`config.mk`:
```
export PLATFORM = sky130hd
export DESIGN_NAME = sad_search
export DESIGN_NICKNAME = d
export VERILOG_FILES = /design/src/rtl/sad_pkg.sv /design/src/rtl/sad_search.sv
export SDC_FILE = /design/constraint.sdc
export NUM_CORES = 1
export LEC_CHECK = 0
export BUFFER_PORTS_ARGS = -buffer_cell sky130_fd_sc_hd__buf_2
export CAP_MARGIN = 25
export CORE_MARGIN = 4
export CORE_UTILIZATION = 59
export DETAILED_ROUTE_END_ITERATION = 8
export PLACE_DENSITY = 0.8
export SLEW_MARGIN = 40
export SYNTH_ARGS = -nofsm -noshare
export SYNTH_HDL_FRONTEND = slang
export SYNTH_SLANG_ARGS = --single-unit
```
`constraint.sdc`:
```
create_clock -name clk -period 6 [get_ports clk]
set_input_delay 0.9 -clock clk [delete_from_list [all_inputs] [get_ports clk]]
set_output_delay 0.9 -clock clk [all_outputs]
set_load 0.05 [all_outputs]
```
`src/rtl/sad_pkg.sv`:
```
// ----------------------------------------------------------------------------
// SAD alignment search package
// Shared widths, limits, codes and interface types of the alignment search.
// ----------------------------------------------------------------------------
`default_nettype none

package sad_pkg;

  // Limits of the stores.
  localparam int MAX_WINDOW  = 2048;
  localparam int MAX_RADIUS  = 512;
  localparam int TRACE_DEPTH = MAX_WINDOW + 2 * MAX_RADIUS;

  // Field and register widths.
  localparam int SAMPLE_W = 8;
  localparam int WIN_W    = 12;
  localparam int RAD_W    = 10;
  localparam int SHIFT_W  = 10;
  localparam int COST_W   = 19;
  localparam int CFG_IDX_W  = 1;
  localparam int CFG_DATA_W = 12;

  // Derived widths.
  localparam int REF_AW   = $clog2(MAX_WINDOW);
  localparam int TRACE_AW = $clog2(TRACE_DEPTH);
  localparam int REFC_W   = $clog2(MAX_WINDOW + 1);
  localparam int TRC_W    = $clog2(TRACE_DEPTH + 1);
  localparam int WCL_W    = $clog2(MAX_WINDOW + 1);
  localparam int RADC_W   = $clog2(MAX_RADIUS + 1);
  localparam int SIDX_W   = $clog2(2 * MAX_RADIUS);

  localparam logic [COST_W-1:0] COST_ONES = '1;

  // Register reset values.
  localparam logic [WIN_W-1:0] WINDOW_RESET = WIN_W'(1400);
  localparam logic [RAD_W-1:0] RADIUS_RESET = RAD_W'(500);

  // Input operation codes.
  typedef enum logic {
    OP_REF   = 1'b0,
    OP_TRACE = 1'b1
  } sad_op_t;

  // Configuration register indexes.
  typedef enum logic [CFG_IDX_W-1:0] {
    CFG_WINDOW = 1'b0,
    CFG_RADIUS = 1'b1
  } sad_cfg_idx_t;

  // Search sequencer states.
  typedef enum logic [1:0] {
    S_IDLE,
    S_RUN,
    S_DRAIN,
    S_DONE
  } sad_state_t;

  // Status of the search engine toward the top level.
  typedef struct packed {
    logic busy;
    logic done;
  } sad_status_t;

  // Result of one search.
  typedef struct packed {
    logic signed [SHIFT_W-1:0] shift;
    logic [COST_W-1:0]         cost;
  } sad_result_t;

endpackage

`default_nettype wire

```
`src/rtl/sad_search.sv`:
```
// ----------------------------------------------------------------------------
// SAD search engine
// Walks every shift and window position through the two sample RAMs, one
// term per cycle, accumulates the absolute wrapped differences and keeps the
// earliest shift with the smallest sum.
// ----------------------------------------------------------------------------
`default_nettype none

module sad_search (
  input  wire logic                          clk,
  input  wire logic                          rst,
  input  wire logic                          start,
  input  wire logic                          ack,
  input  wire logic [sad_pkg::WIN_W-1:0]     window_length,
  input  wire logic [sad_pkg::RAD_W-1:0]     shift_radius,
  output logic      [sad_pkg::REF_AW-1:0]    ref_addr,
  output logic      [sad_pkg::TRACE_AW-1:0]  trace_addr,
  input  wire logic [sad_pkg::SAMPLE_W-1:0]  ref_data,
  input  wire logic [sad_pkg::SAMPLE_W-1:0]  trace_data,
  output sad_pkg::sad_status_t               status,
  output sad_pkg::sad_result_t               result
);
  import sad_pkg::*;

  sad_state_t state, state_next;

  // Clamped limits of the running search.
  logic [WCL_W-1:0]  w_clamp, w_lim;
  logic [RADC_W-1:0] r_clamp, r_lim;

  // Issue counters.
  logic [REF_AW-1:0] k;
  logic [SIDX_W-1:0] s;
  logic              k_last, s_last, issue;

  // Read stage tags, aligned with RAM data.
  logic              rd_valid, rd_first, rd_last, rd_final;
  logic [SIDX_W-1:0] rd_shift;

  // Accumulate stage.
  logic [SAMPLE_W-1:0] diff, term;
  logic [COST_W-1:0]   acc, acc_sum;

  // Compare stage.
  logic              sum_valid, sum_final;
  logic [SIDX_W-1:0] sum_shift;
  logic [COST_W-1:0] sum_cost;
  logic [COST_W-1:0] best_cost, best_cost_next;
  logic [SIDX_W-1:0] best_idx, best_idx_next;
  logic              better;

  logic signed [SHIFT_W-1:0] res_shift;
  logic [COST_W-1:0]         res_cost;

  // Clamp the configured window and radius to the store limits.
  always_comb begin
    w_clamp = (32'(window_length) > MAX_WINDOW) ? WCL_W'(MAX_WINDOW) : WCL_W'(window_length);
    r_clamp = (32'(shift_radius) > MAX_RADIUS) ? RADC_W'(MAX_RADIUS) : RADC_W'(shift_radius);
  end

  // Addresses and end-of-loop flags of the issue stage.
  always_comb begin
    issue      = (state == S_RUN);
    ref_addr   = k;
    trace_addr = TRACE_AW'(k) + TRACE_AW'(s);
    k_last     = (WCL_W'(k) == (w_lim - WCL_W'(1)));
    s_last     = ((RADC_W + 1)'(s) == ({r_lim, 1'b0} - (RADC_W + 1)'(1)));
  end

  // Absolute wrapped difference and running sum.
  always_comb begin
    diff    = ref_data - trace_data;
    term    = diff[SAMPLE_W-1] ? (~diff + SAMPLE_W'(1)) : diff;
    acc_sum = (rd_first ? '0 : acc) + COST_W'(term);
  end

  // Strictly smaller sums win, so the earliest shift keeps a tie.
  always_comb begin
    better         = sum_valid && (sum_cost < best_cost);
    best_cost_next = better ? sum_cost : best_cost;
    best_idx_next  = better ? sum_shift : best_idx;
  end

  // State register.
  always_ff @(posedge clk) begin
    if (rst) begin
      state <= S_IDLE;
    end else begin
      state <= state_next;
    end
  end

  // Next state and status.
  always_comb begin
    state_next  = state;
    status.busy = (state != S_IDLE);
    status.done = (state == S_DONE);
    case (state)
      S_IDLE: begin
        if (start) begin
          if (r_clamp == '0 || w_clamp == '0) begin
            state_next = S_DONE;
          end else begin
            state_next = S_RUN;
          end
        end
      end
      S_RUN: begin
        if (k_last && s_last) begin
          state_next = S_DRAIN;
        end
      end
      S_DRAIN: begin
        if (sum_valid && sum_final) begin
          state_next = S_DONE;
        end
      end
      S_DONE: begin
        if (ack) begin
          state_next = S_IDLE;
        end
      end
      default: begin
        state_next = S_IDLE;
      end
    endcase
  end

  // Pipeline valid flags.
  always_ff @(posedge clk) begin
    if (rst) begin
      rd_valid  <= 1'b0;
      sum_valid <= 1'b0;
    end else begin
      rd_valid  <= issue;
      sum_valid <= rd_valid && rd_last;
    end
  end

  // Counters, tags, sums and the running best.
  always_ff @(posedge clk) begin
    if (state == S_IDLE && start) begin
      w_lim     <= w_clamp;
      r_lim     <= r_clamp;
      k         <= '0;
      s         <= '0;
      best_cost <= COST_ONES;
      best_idx  <= '0;
      // A zero radius searches nothing; a zero window makes every sum zero.
      if (r_clamp == '0) begin
        res_shift <= '0;
        res_cost  <= COST_ONES;
      end else begin
        res_shift <= SHIFT_W'((RADC_W + 1)'(0) - (RADC_W + 1)'(r_clamp));
        res_cost  <= '0;
      end
    end else begin
      if (issue) begin
        if (k_last) begin
          k <= '0;
          if (!s_last) begin
            s <= s + SIDX_W'(1);
          end
        end else begin
          k <= k + REF_AW'(1);
        end
      end
      if (sum_valid) begin
        best_cost <= best_cost_next;
        best_idx  <= best_idx_next;
        if (sum_final) begin
          res_cost  <= best_cost_next;
          res_shift <= SHIFT_W'((RADC_W + 1)'(best_idx_next) - (RADC_W + 1)'(r_lim));
        end
      end
    end

    rd_first <= (k == '0);
    rd_last  <= k_last;
    rd_final <= k_last && s_last;
    rd_shift <= s;

    if (rd_valid) begin
      acc <= acc_sum;
    end
    sum_cost  <= acc_sum;
    sum_final <= rd_final;
    sum_shift <= rd_shift;
  end

  assign result.shift = res_shift;
  assign result.cost  = res_cost;

endmodule

`default_nettype wire

```
==> metrics.cfg <==
[synth]
synthArstFlopShare=0
yosysTopAreaCell=edfxtp_1
synth.top_cell.area_share=0.241
yosys_warnings=0
yosysUniqueCellTypes=62
synth-edff-count=70
ys_seq_area_frac=0.464
synthTopCellsByArea=edfxtp_1, dfxtp_1, ha_1, xnor2_1, a21oi_1
synth_seq_cells=167
post_synth_instance_area_mm2=0.00872
synth-main-ff-cell=dfxtp_1
synthesis.nets=994
syn_area_per_cell_um2=9.86
synthCells=884

[placement]
dp_hpwl_um=13000
port-buffer-count=95
gp_congestion=0.846

[clocking]
htree_levels=4
ctsHoldBuffers=0
numCtsBuffers=17
clk_path_buf_depth=2
cts_root_buf=clkbuf_16
post_cts_resized=0
cts_setup_buffers=0
clock-sinks=167
clk_latency_ps=430
clkSlewWorstSetupHoldPaths_ps=60
cts_tree=built

[route]
wl_per_cell_um=15.3
routed_via_density=5.59
drt-initial-drc-count=500
drc=0
postRouteAntennaNets=0
drt_wl_total_um=18000
routed-via-count=6573
firstDrtPassIters=5

[sta]
worstMarginPinSlew_ps=781
setup_viol=0
fmax_mhz=213
hold_viol_final=0
finalCriticalPeriod_ps=4690
rsz0062_at_grt=no
fin_skew_ps=9.43
tns_ps=0
slew_violations=0
period_share=0.782
maxSlewHeadroom=0.476

[worst_setup_path]
cp-end-kind=flop
r2r_slack_ps=1500
path_cells=buf_2, inv_1, ha_1, nor2b_1, o21ai_0, a21oi_1, o21ai_0, a21oi_1, xnor2_1, mux2_2, fa_1, a21o_1, a21oi_1, nor2b_1, o21a_1, o21bai_1, nor4_1, xnor2_1, nor2_1
max_stage_delay_ps=460
required_ps=6140
cp.arrival_ps=4830
rr_startpoint=best_cost[10]$_SDFFE_PP1P_
critical_path_depth=19
crit_family=compound AO/OA/AOI/OAI gates
critPathLaunchType=input port
crit_slowest_cell=fa_1
timing.critical_path.mode_cell=a21oi_1
reg2regPathDepth=19
cp_max_fo=7
crit_type=in -> reg
timing.critical_path.buf_inv=2
worstReg2RegEnd=res_shift[8]$_DFFE_PP_

[job]
max_cap_viol_count=0

[pwr]
vdd_drop_max_mv=0.268
power_w=0.00382
pwr_density_cell_mw_per_mm2=384
p_leak_nw=4.32

[global_routing]
grt_overflow_total=0
grt_pass1_wl_um=29700
grt_pass1_vias=6249
antenna_found_initial=0
grtUsageTotal=0.223
grt_max_degree=61

[finish]
area_delta_synth_final_pct=14.3
layout-drive-gt1-share=0.154
fin_nets=1089
antenna_cells=0

[floorplanning]
core_mm2=0.0145
fp.dieW_um=130
pin_count=96
dieArea_mm2=0.0168
num_rows=44
floorplan.initialDensity=0.602
die_y_um=130

[min_path]
min_to=sum_shift[5]$_DFF_P_
hold_class=reg -> reg
min-delay-start=rd_shift[5]$_DFF_P_
hold_depth=0

[status]
status=complete, no violations

[cell type report]
| type | count | area, µm² |
|---|---|---|
| Fill cell | 1098 | 4520 |
| Multi-Input combinational cell | 625 | 4350 |
| Sequential cell | 167 | 4050 |
| Clock buffer | 25 | 529 |
| Timing Repair Buffer | 100 | 513 |
| Inverter | 68 | 255 |
| Tap cell | 184 | 230 |
| Clock inverter | 7 | 40.0 |
[kinds of logic after synthesis]
logic type / share of synthesized area
fa+ha+maj: 0.101
simple gates: 0.178
flops: 0.464
xor+xnor: 0.0870
compound gates: 0.108
mux: 0.0225
buf+inv: 0.0396
[through the flow]
step | cell area [µm²] | setup WS (ps) | hold slack (ps) | utilization | std cells
finish | 9960 | 1310 | 326 | 0.688 | 1176
global route | 9960 | 755 | 339 | 0.688 | 1176
CTS | 9960 | 1260 | 328 | 0.688 | 1176
detailed placement | 9390 | 841 | 313 | 0.649 | 1144
floorplan | 8720 | 1050 | 310 | - | 884
global placement | 9390 | 933 | 310 | 0.648 | 1144
[cell usage after synthesis, drive strengths merged, types with 7 or more instances]
| cell | number |
|---|---|
| a21o | 7 |
| a21oi | 71 |
| and2 | 10 |
| clkbuf | 23 |
| dfxtp | 97 |
| edfxtp | 70 |
| ha | 64 |
| inv | 67 |
| mux2 | 10 |
| mux2i | 8 |
| nand2 | 64 |
| nand2b | 15 |
| nand3 | 14 |
| nand4 | 7 |
| nor2 | 78 |
| nor2b | 34 |
| nor3 | 20 |
| nor4 | 17 |
| o21ai | 27 |
| o21bai | 8 |
| or3 | 13 |
| xnor2 | 55 |
| xor2 | 29 |
[worst max-delay path by stage]
| stage | from | end | slack [ps] |
|---|---|---|---|
| 2_1_floorplan | ref_addr[0]$_SDFFE_PP0P_ | trace_addr[10] | 1050 |
| 3_3_place_gp | trace_data[1] | acc[16]$_DFFE_PP_ | 930 |
| 3_5_place_dp | trace_data[1] | acc[18]$_DFFE_PP_ | 840 |
| 4_1_cts | trace_data[1] | acc[16]$_DFFE_PP_ | 1260 |
| 5_1_grt | trace_data[1] | acc[16]$_DFFE_PP_ | 760 |
| 6_report | trace_data[1] | acc[16]$_DFFE_PP_ | 1310 |
[worst reg2reg max path, stage by stage, from the launching register on]
cell,delay [ps]
dfxtp_1,320
inv_1,50
ha_1,280
a21oi_1,140
o21ai_0,110
a221oi_1,300
o21ai_0,190
a31oi_4,560
mux2i_1,320
ha_1,180
inv_1,60
fa_1,410
a21o_1,210
a21oi_1,250
o21bai_1,110
a21oi_1,230
o21bai_1,90
a21oi_1,180
xor2_1,150
o21ai_0,80
[registers in the layout, summed over array words and instances, names as in the netlist, 11 cells and up]
name,count
res_cost,19
acc,19
ref_addr,11
best_cost,19
sum_cost,19
w_lim,12
[power breakdown]
part	switching, W	internal, W	leakage, nW
combinational	0.000793	0.000384	2.59
clock	0.000430	0.000612	0.287
sequential	0.000154	0.00145	1.45
total	0.00138	0.00245	4.32
[layout by cell type, fill, tap and decap left out, types with 34 or more instances in the layout]
cell type	count
nand2_1	63
a21oi_1	71
edfxtp_1	70
buf_2	95
ha_1	64
nor2b_1	34
nor2_1	77
xnor2_1	55
dfxtp_1	96
inv_1	67
[routing by layer]
| metal | share of wire | GRT usage | vias to the layer above |
|---|---|---|---|
| li1 | - | - | 3281 |
| met1 | 0.43 | 0.283 | 3112 |
| met5 | 0 | 0 | - |
| met2 | 0.51 | 0.383 | 154 |
| met4 | 0.015 | 0.0623 | 0 |
| met3 | 0.046 | 0.0507 | 26 |
No activity file was read; power rests on OpenSTA's default activity.
